### config.mk
export PLATFORM = sky130hd
export DESIGN_NAME = triangle_scanline_span_gen_top
export DESIGN_NICKNAME = d
export VERILOG_FILES = /design/src/rtl/tsg_pkg.sv /design/src/rtl/tsg_divider.sv /design/src/rtl/tsg_datapath.sv /design/src/rtl/tsg_ctrl.sv /design/src/rtl/triangle_scanline_span_gen_top.sv
export VERILOG_INCLUDE_DIRS = /design/src /design/src/rtl
export SDC_FILE = /design/constraint.sdc
export NUM_CORES = 1
export LEC_CHECK = 0
export BUFFER_PORTS_ARGS = -buffer_cell sky130_fd_sc_hd__buf_2
export CORE_ASPECT_RATIO = 1.4
export CORE_UTILIZATION = 50
export CTS_CLUSTER_DIAMETER = 120
export DETAILED_ROUTE_END_ITERATION = 16
export PLACE_DENSITY = 0.67
export SETUP_SLACK_MARGIN = 0.3
export SYNTH_ARGS = -nofsm -noshare
export SYNTH_HDL_FRONTEND = slang
export SYNTH_SLANG_ARGS = --single-unit
### constraint.sdc
create_clock -name clock -period 7.6 [get_ports clock]
set_input_delay 0.38 -clock clock [delete_from_list [all_inputs] [get_ports clock]]
set_output_delay 0.38 -clock clock [all_outputs]
set_load 0.02 [all_outputs]
### src/rtl/triangle_scanline_span_gen_top_defines.svh
// Assertion helpers for the span generator
`ifndef TRIANGLE_SCANLINE_SPAN_GEN_TOP_DEFINES_SVH
`define TRIANGLE_SCANLINE_SPAN_GEN_TOP_DEFINES_SVH

// Implication checked on every clock edge outside reset
`define TSG_ASSERT_IMPL(label, clk, rst, ante, cons) \
   label: assert property (@(posedge clk) disable iff (rst) (ante) |-> (cons)) \
      else $error("%s failed", "label");

// Next-cycle implication
`define TSG_ASSERT_NEXT(label, clk, rst, ante, cons) \
   label: assert property (@(posedge clk) disable iff (rst) (ante) |=> (cons)) \
      else $error("%s failed", "label");

`endif

### src/rtl/tsg_pkg.sv
package tsg_pkg;

   localparam int COORD_BITS = 10;
   localparam int FRAC_BITS  = 16;
   // edge x and slope: sign + coordinate + fraction
   localparam int FX_BITS    = COORD_BITS + FRAC_BITS + 1;
   // dividend magnitude width
   localparam int NUM_BITS   = COORD_BITS + FRAC_BITS;
   localparam int QCNT_BITS  = $clog2(NUM_BITS + 1);

   localparam logic OP_LOAD = 1'b0;
   localparam logic OP_STEP = 1'b1;

   // datapath commands
   typedef struct packed {
      logic load;        // capture and sort vertices
      logic div_start;   // start a slope divide
      logic div_sel_b;   // 1: top-to-bottom edge, 0: edge A source
      logic div_mid;     // edge A source is middle-to-bottom
      logic step;        // emit span and advance
      logic switch_a;    // edge A restarts at middle vertex before step
   } tsg_cmd_type;

   // datapath status
   typedef struct packed {
      logic div_done;
      logic step_valid;  // triangle has a row to emit
      logic at_mid;      // current row is middle vertex row
   } tsg_sts_type;

endpackage

### src/rtl/tsg_divider.sv
// Restoring divider, one quotient bit per cycle; signed result, zero for zero divisor.
module tsg_divider (
   input  logic                                clock,
   input  logic                                reset,
   input  logic                                start,
   input  logic signed [tsg_pkg::COORD_BITS:0] dx,
   input  logic signed [tsg_pkg::COORD_BITS:0] dy,
   output logic                                done,
   output logic signed [tsg_pkg::FX_BITS-1:0]  quot
);
   localparam int NB = tsg_pkg::NUM_BITS;
   localparam int CB = tsg_pkg::COORD_BITS;

   logic                            busy_ff, busy_in;
   logic [tsg_pkg::QCNT_BITS-1:0]   cnt_ff, cnt_in;
   logic [NB-1:0]                   num_ff, num_in;
   logic [CB:0]                     rem_ff, rem_in;
   logic [CB-1:0]                   den_ff, den_in;
   logic                            neg_ff, neg_in;
   logic                            zero_ff, zero_in;
   logic                            done_ff, done_in;
   logic [CB:0]                     trial;
   logic [CB:0]                     mx, my;

   always_comb begin
      mx = dx[CB] ? (CB+1)'(-dx) : (CB+1)'(dx);
      my = dy[CB] ? (CB+1)'(-dy) : (CB+1)'(dy);
      trial = {rem_ff[CB-1:0], num_ff[NB-1]};
      busy_in = busy_ff;
      cnt_in = cnt_ff;
      num_in = num_ff;
      rem_in = rem_ff;
      den_in = den_ff;
      neg_in = neg_ff;
      zero_in = zero_ff;
      done_in = 1'b0;
      if (start) begin
         busy_in = 1'b1;
         cnt_in = tsg_pkg::QCNT_BITS'(NB);
         num_in = {mx[CB-1:0], {tsg_pkg::FRAC_BITS{1'b0}}};
         rem_in = '0;
         den_in = my[CB-1:0];
         neg_in = dx[CB] ^ dy[CB];
         zero_in = (dy == '0);
      end else if (busy_ff) begin
         num_in = {num_ff[NB-2:0], 1'b0};
         if (trial >= {1'b0, den_ff}) begin
            rem_in = trial - {1'b0, den_ff};
            num_in[0] = 1'b1;
         end else begin
            rem_in = trial;
         end
         cnt_in = cnt_ff - 1'b1;
         if (cnt_ff == tsg_pkg::QCNT_BITS'(1)) begin
            busy_in = 1'b0;
            done_in = 1'b1;
         end
      end
   end

   always_ff @(posedge clock) begin
      if (reset) begin
         busy_ff <= 1'b0;
         done_ff <= 1'b0;
      end else begin
         busy_ff <= busy_in;
         done_ff <= done_in;
      end
      cnt_ff  <= cnt_in;
      num_ff  <= num_in;
      rem_ff  <= rem_in;
      den_ff  <= den_in;
      neg_ff  <= neg_in;
      zero_ff <= zero_in;
   end

   assign done = done_ff;
   always_comb begin
      if (zero_ff) quot = '0;
      else if (neg_ff) quot = -$signed({1'b0, num_ff});
      else quot = $signed({1'b0, num_ff});
   end
endmodule

### src/rtl/tsg_datapath.sv
// Vertex sort, edge registers, slope divider and span formatting.
module tsg_datapath (
   input  logic                              clock,
   input  logic                              reset,
   input  tsg_pkg::tsg_cmd_type              cmd,
   output tsg_pkg::tsg_sts_type              sts,
   input  logic [tsg_pkg::COORD_BITS-1:0]    ax, ay, bx, by_coord, cx, cy,
   output logic                              span_valid,
   output logic [tsg_pkg::COORD_BITS-1:0]    span_left,
   output logic [tsg_pkg::COORD_BITS-1:0]    span_right,
   output logic [tsg_pkg::COORD_BITS-1:0]    span_row,
   output logic                              last_span
);
   localparam int CB = tsg_pkg::COORD_BITS;
   localparam int FB = tsg_pkg::FRAC_BITS;
   localparam int FX = tsg_pkg::FX_BITS;

   logic [CB-1:0] vx_ff [3];
   logic [CB-1:0] vy_ff [3];
   logic [CB-1:0] vx_in [3];
   logic [CB-1:0] vy_in [3];
   logic signed [FX-1:0] ax_ff, ax_in, bx_ff, bx_in, as_ff, as_in, bs_ff, bs_in;
   logic [CB-1:0] row_ff, row_in;
   logic          active_ff, active_in;
   logic signed [CB:0] ddx, ddy;
   logic          div_done;
   logic signed [FX-1:0] quot;
   logic          div_b_ff, div_b_in;
   logic signed [FX-1:0] cur_a;
   logic [CB-1:0] xa, xb;
   logic [CB-1:0] row_nx;

   // stable three-element sort network
   always_comb begin
      logic [CB-1:0] tx, ty;
      tx = '0; ty = '0;
      vx_in[0] = ax; vy_in[0] = ay;
      vx_in[1] = bx; vy_in[1] = by_coord;
      vx_in[2] = cx; vy_in[2] = cy;
      if (vy_in[0] > vy_in[1]) begin
         tx = vx_in[0]; ty = vy_in[0];
         vx_in[0] = vx_in[1]; vy_in[0] = vy_in[1];
         vx_in[1] = tx; vy_in[1] = ty;
      end
      if (vy_in[1] > vy_in[2]) begin
         tx = vx_in[1]; ty = vy_in[1];
         vx_in[1] = vx_in[2]; vy_in[1] = vy_in[2];
         vx_in[2] = tx; vy_in[2] = ty;
      end
      if (vy_in[0] > vy_in[1]) begin
         tx = vx_in[0]; ty = vy_in[0];
         vx_in[0] = vx_in[1]; vy_in[0] = vy_in[1];
         vx_in[1] = tx; vy_in[1] = ty;
      end
   end

   // divider operand select
   always_comb begin
      if (cmd.div_sel_b) begin
         ddx = $signed({1'b0, vx_ff[0]}) - $signed({1'b0, vx_ff[2]});
         ddy = $signed({1'b0, vy_ff[0]}) - $signed({1'b0, vy_ff[2]});
      end else if (cmd.div_mid) begin
         ddx = $signed({1'b0, vx_ff[1]}) - $signed({1'b0, vx_ff[2]});
         ddy = $signed({1'b0, vy_ff[1]}) - $signed({1'b0, vy_ff[2]});
      end else begin
         ddx = $signed({1'b0, vx_ff[0]}) - $signed({1'b0, vx_ff[1]});
         ddy = $signed({1'b0, vy_ff[0]}) - $signed({1'b0, vy_ff[1]});
      end
   end

   tsg_divider u_div (
      .clock (clock), .reset (reset), .start (cmd.div_start),
      .dx (ddx), .dy (ddy), .done (div_done), .quot (quot)
   );

   function automatic logic [CB-1:0] pix(input logic signed [FX-1:0] f);
      if (f < 0) pix = '0;
      else pix = f[FX-2:FB];
   endfunction

   always_comb begin
      cur_a = cmd.switch_a ? $signed({1'b0, vx_ff[1], {FB{1'b0}}}) : ax_ff;
      xa = pix(cur_a);
      xb = pix(bx_ff);
      row_nx = row_ff + 1'b1;
   end

   // state update
   always_comb begin
      ax_in = ax_ff; bx_in = bx_ff; as_in = as_ff; bs_in = bs_ff;
      row_in = row_ff; active_in = active_ff; div_b_in = div_b_ff;
      if (cmd.div_start) div_b_in = cmd.div_sel_b;
      if (div_done) begin
         if (div_b_ff) bs_in = quot;
         else as_in = quot;
      end
      if (cmd.load) begin
         ax_in = $signed({1'b0, vx_in[0], {FB{1'b0}}});
         bx_in = ax_in;
         row_in = vy_in[0];
         active_in = vy_in[0] < vy_in[2];
      end else if (cmd.step) begin
         if (sts.step_valid) begin
            // on the middle row edge A advances by the freshly divided slope
            ax_in = cur_a + (cmd.switch_a ? quot : as_ff);
            bx_in = bx_ff + bs_ff;
            row_in = row_nx;
            if (row_nx >= vy_ff[2] || row_nx == '0) active_in = 1'b0;
         end else begin
            active_in = 1'b0;
         end
      end
   end

   always_ff @(posedge clock) begin
      if (reset) begin
         for (int i = 0; i < 3; i++) begin
            vx_ff[i] <= '0;
            vy_ff[i] <= '0;
         end
         ax_ff <= '0; bx_ff <= '0; as_ff <= '0; bs_ff <= '0;
         row_ff <= '0; active_ff <= 1'b0; div_b_ff <= 1'b0;
      end else begin
         if (cmd.load) begin
            for (int i = 0; i < 3; i++) begin
               vx_ff[i] <= vx_in[i];
               vy_ff[i] <= vy_in[i];
            end
         end
         ax_ff <= ax_in; bx_ff <= bx_in; as_ff <= as_in; bs_ff <= bs_in;
         row_ff <= row_in; active_ff <= active_in; div_b_ff <= div_b_in;
      end
   end

   assign sts.div_done   = div_done;
   assign sts.step_valid = active_ff && (row_ff < vy_ff[2]);
   assign sts.at_mid     = (row_ff == vy_ff[1]);

   // span payload, combinational from current state
   assign span_valid = sts.step_valid;
   assign span_left  = sts.step_valid ? ((xa < xb) ? xa : xb) : '0;
   assign span_right = sts.step_valid ? ((xa < xb) ? xb : xa) : '0;
   assign span_row   = sts.step_valid ? row_ff : '0;
   assign last_span  = sts.step_valid && (row_nx == vy_ff[2]) && (row_ff != '1);
endmodule

### src/rtl/tsg_ctrl.sv
// Controller: load sequences two slope divides; a step at the middle row divides first.
module tsg_ctrl (
   input  logic                  clock,
   input  logic                  reset,
   input  logic                  req_tvalid,
   output logic                  req_tready,
   input  logic                  req_op,
   output logic                  rsp_tvalid,
   input  logic                  rsp_tready,
   input  tsg_pkg::tsg_sts_type  sts,
   output tsg_pkg::tsg_cmd_type  cmd,
   output logic                  out_load
);
   typedef enum logic [5:0] {
      ST_IDLE  = 6'b000001,
      ST_DIVA  = 6'b000010,
      ST_DIVB  = 6'b000100,
      ST_DIVM  = 6'b001000,
      ST_SPAN  = 6'b010000,
      ST_WAITB = 6'b100000
   } state_type;

   state_type state_ff, state_in;
   logic      rvalid_ff, rvalid_in;
   logic      acc;

   assign req_tready = (state_ff == ST_IDLE) && !rvalid_ff;
   assign acc = req_tvalid && req_tready;
   assign rsp_tvalid = rvalid_ff;

   always_comb begin
      state_in = state_ff;
      rvalid_in = rvalid_ff && !rsp_tready;
      cmd = '0;
      out_load = 1'b0;
      unique case (state_ff)
         ST_IDLE: begin
            if (acc) begin
               if (req_op == tsg_pkg::OP_LOAD) begin
                  cmd.load = 1'b1;
                  state_in = ST_WAITB;
               end else if (sts.step_valid && sts.at_mid) begin
                  cmd.div_start = 1'b1;
                  cmd.div_mid = 1'b1;
                  state_in = ST_DIVM;
               end else begin
                  state_in = ST_SPAN;
               end
            end
         end
         ST_WAITB: begin
            cmd.div_start = 1'b1;
            state_in = ST_DIVA;
         end
         ST_DIVA: if (sts.div_done) begin
            cmd.div_start = 1'b1;
            cmd.div_sel_b = 1'b1;
            state_in = ST_DIVB;
         end
         ST_DIVB: if (sts.div_done) state_in = ST_IDLE;
         ST_DIVM: if (sts.div_done) begin
            cmd.step = 1'b1;
            cmd.switch_a = 1'b1;
            out_load = 1'b1;
            rvalid_in = 1'b1;
            state_in = ST_IDLE;
         end
         ST_SPAN: begin
            cmd.step = 1'b1;
            out_load = 1'b1;
            rvalid_in = 1'b1;
            state_in = ST_IDLE;
         end
         default: state_in = ST_IDLE;
      endcase
   end

   always_ff @(posedge clock) begin
      if (reset) begin
         state_ff <= ST_IDLE;
         rvalid_ff <= 1'b0;
      end else begin
         state_ff <= state_in;
         rvalid_ff <= rvalid_in;
      end
   end
endmodule

### src/rtl/triangle_scanline_span_gen_top.sv
// A span response is registered: an accepted request moves the controller to its span
// state, which loads the response register and sets rsp_tvalid; on the middle-vertex
// row, edge A's slope is divided first. No request is taken while a span is in progress,
// and a response must drain before the next request is taken.
// A load keeps req_tready low through its two serial slope divides.
// Synchronous active-high reset clears vertices, edges, row and the active flag.
`include "triangle_scanline_span_gen_top_defines.svh"
module triangle_scanline_span_gen_top (
   input  logic        clock,
   input  logic        reset,
   input  logic        req_tvalid,
   output logic        req_tready,
   input  logic        req_tuser,       // operation
   input  logic [63:0] req_tdata,       // ax, ay, bx, by_coord, cx, cy (10 bits each)
   output logic        rsp_tvalid,
   input  logic        rsp_tready,
   output logic        rsp_tuser,       // span_valid
   output logic        rsp_tlast,       // last_span
   output logic [31:0] rsp_tdata        // span_left, span_right, span_row (10 bits each)
);
   localparam int CB = tsg_pkg::COORD_BITS;

   tsg_pkg::tsg_cmd_type cmd;
   tsg_pkg::tsg_sts_type sts;
   logic out_load;
   logic sv;
   logic [CB-1:0] sl, sr, srow;
   logic slast;
   logic [31:0] data_ff;
   logic user_ff;
   logic last_ff;

   tsg_ctrl u_ctrl (
      .clock (clock), .reset (reset),
      .req_tvalid (req_tvalid), .req_tready (req_tready), .req_op (req_tuser),
      .rsp_tvalid (rsp_tvalid), .rsp_tready (rsp_tready),
      .sts (sts), .cmd (cmd), .out_load (out_load)
   );

   tsg_datapath u_dp (
      .clock (clock), .reset (reset), .cmd (cmd), .sts (sts),
      .ax (req_tdata[9:0]), .ay (req_tdata[19:10]), .bx (req_tdata[29:20]),
      .by_coord (req_tdata[39:30]), .cx (req_tdata[49:40]), .cy (req_tdata[59:50]),
      .span_valid (sv), .span_left (sl), .span_right (sr), .span_row (srow),
      .last_span (slast)
   );

   // response register
   always_ff @(posedge clock) begin
      if (out_load) begin
         data_ff <= {2'b0, srow, sr, sl};
         user_ff <= sv;
         last_ff <= slast;
      end
   end

   assign rsp_tdata = data_ff;
   assign rsp_tuser = user_ff;
   assign rsp_tlast = last_ff;

   `TSG_ASSERT_IMPL(a_no_accept_busy, clock, reset, rsp_tvalid && !rsp_tready, !req_tready)
   `TSG_ASSERT_IMPL(a_last_needs_valid, clock, reset, rsp_tvalid && rsp_tlast, rsp_tuser)
   `TSG_ASSERT_NEXT(a_load_no_rsp, clock, reset,
      req_tvalid && req_tready && !req_tuser, !rsp_tvalid)
endmodule
==> impl_metrics.tcl, run 1 <==
set metrics [dict create \
    hp-class "in2reg" \
    core_um2 41200 \
    ctsRootBufferMaster "clkbuf_16" \
    rsz0062_at_grt "false" \
    leakagePower_uw 0.00981 \
    htree_levels 1 \
    synth_edf_count 114 \
    ys_types 88 \
    cts_sinks 274 \
    synthesis.area_um2 20800 \
    ys_seq_area_share_pct 31.8 \
    instances_no_fill 3159 \
    dr.pass1.iters 6 \
    maxCapViolCount 0 \
    portBuffers 98 \
    max_freq_mhz 145 \
    clk_latency_ns 0.58 \
    synthArstFlopShare_pct 0 \
    syn_inst 2549 \
    diodes 0 \
    critPathCaptureType "flip-flop" \
    slew_headroom_pct 18.0 \
    die_w_um 175 \
    initial_core_util_pct 50.6 \
    hold_viol 0 \
    layout-drive-gt1-share_pct 8.97 \
    arrival_ns 7.40 \
    fp.dieH_um 244 \
    cp_slowest_stage_delay_ns 0.42 \
    placed_cells 3103 \
    setup_viol 0 \
    cp_slowest_cell "a2111oi_1" \
    tightest_slew_ns 1.22 \
    yosysWarnings 0 \
    avgSynthCellArea_um2 8.18 \
    fill_cells 3884 \
    remaining_drc_errors 0 \
    worstSetupStartpointType "input pin" \
    nets 2867 \
    synth_top_area_share_pct 16.4 \
    vias 18300 \
    synth_top_cell_by_area "edfxtp_1" \
    layout_min_cycle_time_ns 6.89 \
    fin_crit_sh_pct 90.7 \
    grt_usage_pct 26.4 \
    synth_area_leaders "edfxtp_1 (16%), dfxtp_1 (15%), ha_1 (12%)" \
    die-area_um2 42500 \
    antenna_left 0 \
    crit_path_max_fanout 34 \
    rows 88 \
    ys_ff_latch 274 \
    cts.clk_slew.worst_paths_ns 0.06 \
    skew_ns 0.0148 \
    slew_viol_final 0 \
    grt_pass1_vias 17800 \
    power_density_nw_per_um2 220 \
    dp_hpwl_um 42900 \
    worstSetupPathType "in2reg" \
    routabilityCongestion 0.923 \
    finalWorstSetupSlack_ns 0.707 \
    synthFlopType "dfxtp_1" \
    status "completed" \
    via_per_inst 5.79 \
    area_delta_synth_final_pct 9.56 \
    cts_tree "built" \
    irDropWorstVdd_mv 0.184 \
    required_ns 8.11 \
    grt_max_degree 86 \
    numCtsBuffers 30 \
    antenna_found_initial 0 \
    fin_setup_tns_ns 0 \
    grt.overflow.total 0 \
    place_ws_ns 0.0665 \
    routed_wirelength_um 57100 \
    io_pins 105 \
    clockBufferDepth 3 \
    ctsHoldBuffers 0 \
    drtIter0Drc 1167 \
    wl_per_cell_um 18.1 \
    grt_pass1_wl_um 90900 \
]
[placed cells by master, fill, tap and decap left out, types with 35 or more instances in the layout]
| cell | count |
|---|---|
| a21o_1 | 36 |
| a21oi_1 | 232 |
| a31oi_1 | 36 |
| and2_1 | 38 |
| buf_2 | 97 |
| buf_4 | 40 |
| dfxtp_1 | 159 |
| edfxtp_1 | 114 |
| ha_1 | 194 |
| inv_1 | 157 |
| mux2i_1 | 93 |
| nand2_1 | 329 |
| nand2b_1 | 35 |
| nor2_1 | 277 |
| nor2b_1 | 39 |
| nor3_1 | 43 |
| o21ai_0 | 109 |
| xnor2_1 | 80 |
| xor2_1 | 63 |
[layer usage]
| layer | share of wire (%) | up-vias | track usage [%] |
|---|---|---|---|
| li1 | - | 9078 | - |
| met1 | 39 | 8610 | 29.5 |
| met2 | 52 | 456 | 48.6 |
| met3 | 3.8 | 159 | 2.51 |
| met4 | 5.7 | 0 | 15.0 |
| met5 | 0 | - | 0 |
[synth_stat cells, types with 8 or more instances]
cell type	instances
nand2_1	330
nor2_1	279
a21oi_1	233
ha_1	194
dfxtp_1	160
inv_1	157
edfxtp_1	114
o21ai_0	113
mux2i_1	94
clkbuf_1	88
xnor2_1	80
xor2_1	63
nor3_1	44
and2_1	39
nor2b_1	39
a21o_1	36
a31oi_1	36
nand2b_1	35
a211oi_1	33
nand3_1	32
o31ai_1	27
a21boi_0	22
nand4_1	22
o21a_1	20
o211ai_1	19
buf_1	18
o21bai_1	16
and3_1	13
or3_1	12
a2111oi_0	11
buf_2	9
fa_1	9
a211o_1	8
a22oi_1	8
mux2_2	8
o41ai_1	8
[power breakdown]
part           leakage (uW)  total, uW  internal [uW]  switching (uW)
registers           0.00249       1740           1640            96.7
clock network      0.000495       1480            859             622
logic               0.00682       1800            744            1060
[area by class of cell]
cell class / count / area (um2) / area share (%)
well taps: 540 / 676 / 2.96
flip-flops and latches: 274 / 6630 / 29.0
repair buffers: 138 / 797 / 3.49
multi-input cells: 1992 / 13100 / 57.6
clock buffers: 41 / 863 / 3.78
clock inverters: 15 / 129 / 0.564
inverters: 159 / 598 / 2.62
[state kept, by name, summed over array words and instances (netlist names), 5 cells and up]
| signal | flops |
|---|---|
| rsp_tdata | 30 |
| u_dp.vx_ff | 30 |
| u_dp.vy_ff | 30 |
| u_dp.as_ff | 27 |
| u_dp.ax_ff | 27 |
| u_dp.bs_ff | 27 |
| u_dp.bx_ff | 27 |
| u_dp.u_div.num_ff | 26 |
| u_dp.row_ff | 10 |
| u_dp.u_div.den_ff | 10 |
| u_dp.u_div.rem_ff | 10 |
| u_ctrl.state_ff | 6 |
| u_dp.u_div.cnt_ff | 5 |
[final timing paths]
check | slack, ns | from | end | cells past startpoint
worst min-delay path | 0.13 | rsp_tready | u_ctrl.rsp_tvalid$_SDFF_PP0_ | 4
worst min register to register | 0.45 | u_dp.ax_ff[5]$_SDFFE_PP0P_ | u_dp.ax_ff[5]$_SDFFE_PP0P_ | 2
worst max register to register | 2.03 | u_dp.u_div.done$_SDFF_PP0_ | u_dp.ax_ff[21]$_SDFFE_PP0P_ | 15
worst max-delay path | 0.71 | req_tdata[33] | u_dp.active_ff$_SDFFE_PP0P_ | 39
[what timing repair did]
action,CTS,global route
setup buffers,0,0
resized for setup,0,8
setup endpoints to repair,0,1
[worst max-delay path: cells and delay by family]
| family | cells | cell delay, ns |
|---|---|---|
| adders and majority gates | 4 | 1.11 |
| muxes | 1 | 0.35 |
| AOI/OAI and AO/OA | 16 | 3.27 |
| buffers and inverters | 7 | 1.18 |
| and+or+nand+nor | 11 | 1.07 |
[through the flow]
step | instance area (um2) | hold slack (ns) | util [%] | power, uW
detailed placement | 21800 | 0.441 | 53.0 | 3550
global placement | 21800 | 0.434 | 53.0 | 3500
global route | 22800 | 0.145 | 55.4 | 5320
finish | 22800 | 0.127 | 55.4 | 5020
floorplan | 20800 | 0.427 | - | 3110
CTS | 22800 | 0.102 | 55.4 | 5040
[logic make-up after synthesis]
family	synth area share [%]
compound gates	19.3
xor+xnor	6.01
fa+ha+maj	12.5
buf+inv	5.40
flops	31.8
mux	5.13
other cells	0.0180
simple gates	19.8
(Power assumes the default switching activity.)
==> run 2, diff against run 1 <==
--- a/config.mk
+++ b/config.mk
@@ -12,6 +12,7 @@
 export CTS_CLUSTER_DIAMETER = 120
 export DETAILED_ROUTE_END_ITERATION = 16
 export PLACE_DENSITY = 0.67
+export REMOVE_ABC_BUFFERS = 1
 export SETUP_SLACK_MARGIN = 0.3
 export SYNTH_ARGS = -nofsm -noshare
 export SYNTH_HDL_FRONTEND = slang
==> impl_metrics.tcl, run 2 (same netlist as run 1, synthesis figures left out) <==
set metrics [dict create \
    status "completed" \
    fp.dieH_um 244 \
    power_density_nw_per_um2 223 \
    irDropWorstVdd_mv 0.176 \
    rsz0062_at_grt "false" \
    arrival_ns 7.15 \
    final_cell_mix "nand2_1 (329), nor2_1 (277), a21oi_1 (232)" \
    routed_wirelength_um 59700 \
    hp-start "rsp_tready" \
    ctsHoldBuffers 0 \
    grt.overflow.total 0 \
    grt_max_degree 84 \
    io_pins 105 \
    layout-drive-gt1-share_pct 9.67 \
    clockBufferDepth 3 \
    routabilityCongestion 1.00 \
    skew_ns 0.0174 \
    dr_wl_met3_um 2350 \
    p_total_uw 5140 \
    max_freq_mhz 151 \
    grt_pass1_vias 18200 \
    vias 18400 \
    clk_latency_ns 0.58 \
    die_w_um 175 \
    final_util_pct 56.0 \
    rows 88 \
    die-area_um2 42500 \
    htree_levels 1 \
    fin_crit_sh_pct 87.3 \
    power_frac_comb_pct 36.2 \
    setup_viol 0 \
    numCtsBuffers 30 \
    cts_sinks 274 \
    switching_power_uw 1820 \
    instances_no_fill 3183 \
    top_layer_used "met4" \
    p_sw_share_pct 35.4 \
    wl_per_cell_um 18.8 \
    met2_length_um 31000 \
    maxCapViolCount 0 \
    layout_min_cycle_time_ns 6.64 \
    whs_ns 0.113 \
    placed_cells 3122 \
    crit_top_cell "a21oi_1" \
    p_clk_share_pct 30.0 \
    cts.clk_slew.worst_paths_ns 0.06 \
    ctsRootBufferMaster "clkbuf_16" \
    cts_tree "built" \
    dr.pass1.iters 5 \
    cp_num_buf_inv 5 \
    initial_core_util_pct 50.6 \
    reg2reg_from "u_dp.u_div.done$_SDFF_PP0_" \
    slew_headroom_pct 16.0 \
    antenna_left 0 \
    slew_viol_final 0 \
    worstSetupStartpointType "input pin" \
    cp-startpoint "req_tdata[33]" \
    via_per_inst 5.78 \
    cp_top_family "compound AO/OA/AOI/OAI gates" \
    antenna_found_initial 5 \
    drtIter0Drc 1069 \
    internal-power_uw 3320 \
    hold_viol 0 \
    cp_slowest_cell "a2111oi_4" \
    area_delta_synth_final_pct 10.6 \
    tightest_slew_ns 1.26 \
    dp_hpwl_um 45300 \
    finalWorstSetupSlack_ns 0.963 \
    remaining_drc_errors 0 \
    m1WireLength_um 22500 \
    final_common_cell "nand2_1" \
    hp-class "in2reg" \
    nets 2886 \
    portBuffers 98 \
    required_ns 8.12 \
    crit_path_max_fanout 13 \
    cp_slowest_stage_delay_ns 0.53 \
    critPathCaptureType "flip-flop" \
    core_um2 41200 \
    leakagePower_uw 0.00993 \
    grt_usage_pct 27.8 \
    seqPwrFrac_pct 33.8 \
    place_ws_ns -0.120 \
    grt_pass1_wl_um 94500 \
    worstSetupPathType "in2reg" \
]
[run 2: cell types whose count changed in the layout (fill, tap and decap cells not counted), sizes merged]
cell,previous run,this run
buf,138,157
diode,0,5
clkinv,13,10
clkbuf,41,42
clkinvlp,1,2
inv,158,159
[run 2: power by group through the flow]
stage	combinational, uW	sequential, uW	clock [uW]
final	1860	1740	1540
after floorplan	1340	1740	0
after CTS	1860	1740	1570
after detailed placement	1850	1770	0
after global routing	2070	1750	1630
after global placement	1800	1770	0
[run 2: routing by layer]
metal | track usage, % | vias up
li1 | - | 9123
met1 | 29.1 | 8662
met2 | 52.7 | 441
met3 | 3.01 | 175
met4 | 17.0 | 0
met5 | 0 | -
[run 2: area by class of cell]
| class | count | area, um2 |
|---|---|---|
| clock inverter | 14 | 134 |
| multi-input combinational | 1992 | 13200 |
| inverter | 159 | 598 |
| antenna | 5 | 12.5 |
| clock buffer | 42 | 911 |
| sequential | 274 | 6630 |
| tap | 540 | 676 |
| fill | 3898 | 18100 |
| timing repair buffer | 157 | 936 |
[run 2: what timing repair did]
action                                  4_1_cts  5_1_grt
endpoints found under the setup margin        0        1
resized for setup                             0        5
setup buffers                                 0        0
[run 2: tightest hold or removal path, stage by stage]
cell and delay [ns]:
buf_2 0.09, inv_1 0.05, a21oi_1 0.06, nor2_1 0.07
[run 2: path summary, 6_finish.rpt]
check	end	slack, ns	depth (start not counted)
max	u_dp.active_ff$_SDFFE_PP0P_	0.96	38
min	u_ctrl.rsp_tvalid$_SDFF_PP0_	0.11	4
max reg2reg	u_dp.ax_ff[21]$_SDFFE_PP0P_	2.10	15
min reg2reg	u_dp.ax_ff[12]$_SDFFE_PP0P_	0.45	2
[run 2: per-stage QoR]
stage / TNS [ns] / instance area, um2
final: 0 / 23100
after global routing: 0 / 23100
after CTS: 0 / 23000
after detailed placement: -0.120 / 22000
after global placement: 0 / 22000
after floorplan: -45.24 / 20300
==> run 3, diff against run 2 <==
--- a/config.mk
+++ b/config.mk
@@ -6,9 +6,10 @@
 export SDC_FILE = /design/constraint.sdc
 export NUM_CORES = 1
 export LEC_CHECK = 0
-export BUFFER_PORTS_ARGS = -buffer_cell sky130_fd_sc_hd__buf_2
+export BUFFER_PORTS_ARGS = -buffer_cell sky130_fd_sc_hd__clkbuf_2
 export CORE_ASPECT_RATIO = 1.4
 export CORE_UTILIZATION = 50
+export CTS_BUF_LIST = sky130_fd_sc_hd__clkbuf_4
 export CTS_CLUSTER_DIAMETER = 120
 export DETAILED_ROUTE_END_ITERATION = 16
 export PLACE_DENSITY = 0.67
==> impl_metrics.tcl, run 3 (same netlist as run 1, synthesis figures left out) <==
set metrics [dict create \
    status "completed" \
    cp_slowest_cell "a2111oi_4" \
    fin_setup_tns_ns 0 \
    hold_path_depth 3 \
    io_pins 105 \
    nets 2943 \
    finalWorstSetupSlack_ns 1.01 \
    r2r_slack_ns 2.22 \
    wl_per_cell_um 18.3 \
    cp_slowest_stage_delay_ns 0.52 \
    irDropWorstVdd_mv 0.115 \
    setup_viol 0 \
    grt_usage_pct 28.0 \
    initial_core_util_pct 50.6 \
    critPathCaptureType "flip-flop" \
    routabilityCongestion 0.998 \
    clk_latency_ns 0.78 \
    hp-start "req_tdata[47]" \
    max_freq_mhz 152 \
    hold_viol 0 \
    hp-class "in2reg" \
    hold_end "u_dp.vx_ff[0][27]$_SDFFCE_PN0P_" \
    power_density_nw_per_um2 216 \
    dr.pass1.iters 5 \
    post_cts_buffers 0 \
    fp.dieH_um 244 \
    cts_sinks 274 \
    final_common_cell "nand2_1" \
    rows 88 \
    required_ns 8.28 \
    routed_wirelength_um 59900 \
    final_cell_mix "nand2_1 (329), nor2_1 (277), a21oi_1 (232)" \
    reg2reg_to "u_dp.ax_ff[21]$_SDFFE_PP0P_" \
    worstSetupStartpointType "input pin" \
    place_ws_ns -0.115 \
    ctsRootBufferMaster "clkbuf_4" \
    leakagePower_uw 0.0100 \
    antenna_left 0 \
    die_w_um 175 \
    clockBufferDepth 3 \
    whs_ns 0.0503 \
    slew_viol_final 0 \
    numCtsBuffers 75 \
    grt_pass1_wl_um 94600 \
    portBuffers 98 \
    drtIter0Drc 976 \
    via_per_inst 5.71 \
    tightest_slew_ns 1.16 \
    grt_pass1_vias 18700 \
    postPlaceCellArea_um2 22000 \
    dp_hpwl_um 45000 \
    fin_crit_sh_pct 86.7 \
    die-area_um2 42500 \
    grt.overflow.total 0 \
    rsz0062_at_grt "false" \
    cts.clk_slew.worst_paths_ns 0.06 \
    htree_levels 3 \
    crit_top_cell "a21oi_1" \
    cts_tree "built" \
    p_total_uw 4980 \
    worstSetupPathType "in2reg" \
    crit_path_max_fanout 16 \
    skew_ns 0.0512 \
    layout_min_cycle_time_ns 6.59 \
    antenna_found_initial 7 \
    layout-drive-gt1-share_pct 11.7 \
    vias 18700 \
    maxCapViolCount 0 \
    area_delta_synth_final_pct 10.9 \
    core_um2 41200 \
    reg2reg_from "u_ctrl.state_ff[4]$_SDFFE_PP0P_" \
    remaining_drc_errors 0 \
    r2r_cells 16 \
    stdcell_area_um2 23100 \
    slew_headroom_pct 22.7 \
    grt_max_degree 79 \
    arrival_ns 7.27 \
]
[run 3: cell types whose count changed in the layout (fill, tap and decap cells not counted), moves of 5 or more]
cell           change
buf_2             -97
clkbuf_1           -5
clkbuf_16         -34
clkbuf_2          +97
clkbuf_4         +107
clkinv_1          +18
diode_2            +8
dlygate4sd3_1     +13
[run 3: metrics by stage]
step / instances / utilization [%]
6_report: 3281 / 56.1
5_1_grt: 3281 / 56.1
4_1_cts: 3268 / 56.0
3_5_place_dp: 3121 / 53.3
3_3_place_gp: 3121 / 53.3
2_1_floorplan: 2425 / -
[run 3: cell type report]
| type | count | area [um2] |
|---|---|---|
| antenna | 13 | 32.5 |
| clock inverter | 27 | 163 |
| sequential | 274 | 6630 |
| fill | 3924 | 18100 |
| tap | 540 | 676 |
| timing repair buffer | 169 | 1060 |
| clock buffer | 107 | 803 |
| multi-input combinational | 1992 | 13200 |
| inverter | 159 | 598 |
[run 3: power by group]
| group | total, uW | leakage (uW) | switching (uW) | internal, uW |
|---|---|---|---|---|
| Clock | 1380 | 0.000570 | 664 | 718 |
| Sequential | 1740 | 0.00249 | 95.7 | 1640 |
| Combinational | 1860 | 0.00697 | 1090 | 774 |
| Total | 4980 | 0.0100 | 1850 | 3140 |
[run 3: metal layers]
metal / GRT usage [%] / wire length [um] / vias up
met2: 52.3 / 31000 / 521
met1: 28.6 / 22600 / 8723
met4: 18.3 / 3730 / 0
met5: 0 / 0 / -
li1: - / - / 9286
met3: 4.54 / 2540 / 189
[run 3: worst max-delay path by stage]
stage,start,end,slack (ns),depth (start not counted)
floorplan,req_tdata[35],u_dp.active_ff$_SDFFE_PP0P_,-2.05,35
global placement,req_tdata[13],u_dp.active_ff$_SDFFE_PP0P_,0.09,38
detailed placement,req_tdata[13],u_dp.active_ff$_SDFFE_PP0P_,-0.12,38
CTS,req_tdata[13],u_dp.active_ff$_SDFFE_PP0P_,0.66,38
global route,req_tdata[13],u_dp.active_ff$_SDFFE_PP0P_,0.47,38
finish,req_tdata[13],u_dp.active_ff$_SDFFE_PP0P_,1.01,38
[run 3: what timing repair did]
action	4_1_cts	5_1_grt
hold buffers	13	0
endpoints found under the setup margin	0	1
gates resized for setup	0	4
hold endpoints to repair	14	0
[run 3: critical path, delay by kind of cell]
family | cells | cell delay (ns)
muxes | 2 | 0.38
and+or+nand+nor | 10 | 0.92
adders and majority gates | 4 | 1.28
buffers and inverters | 4 | 0.61
AOI/OAI and AO/OA | 18 | 3.68
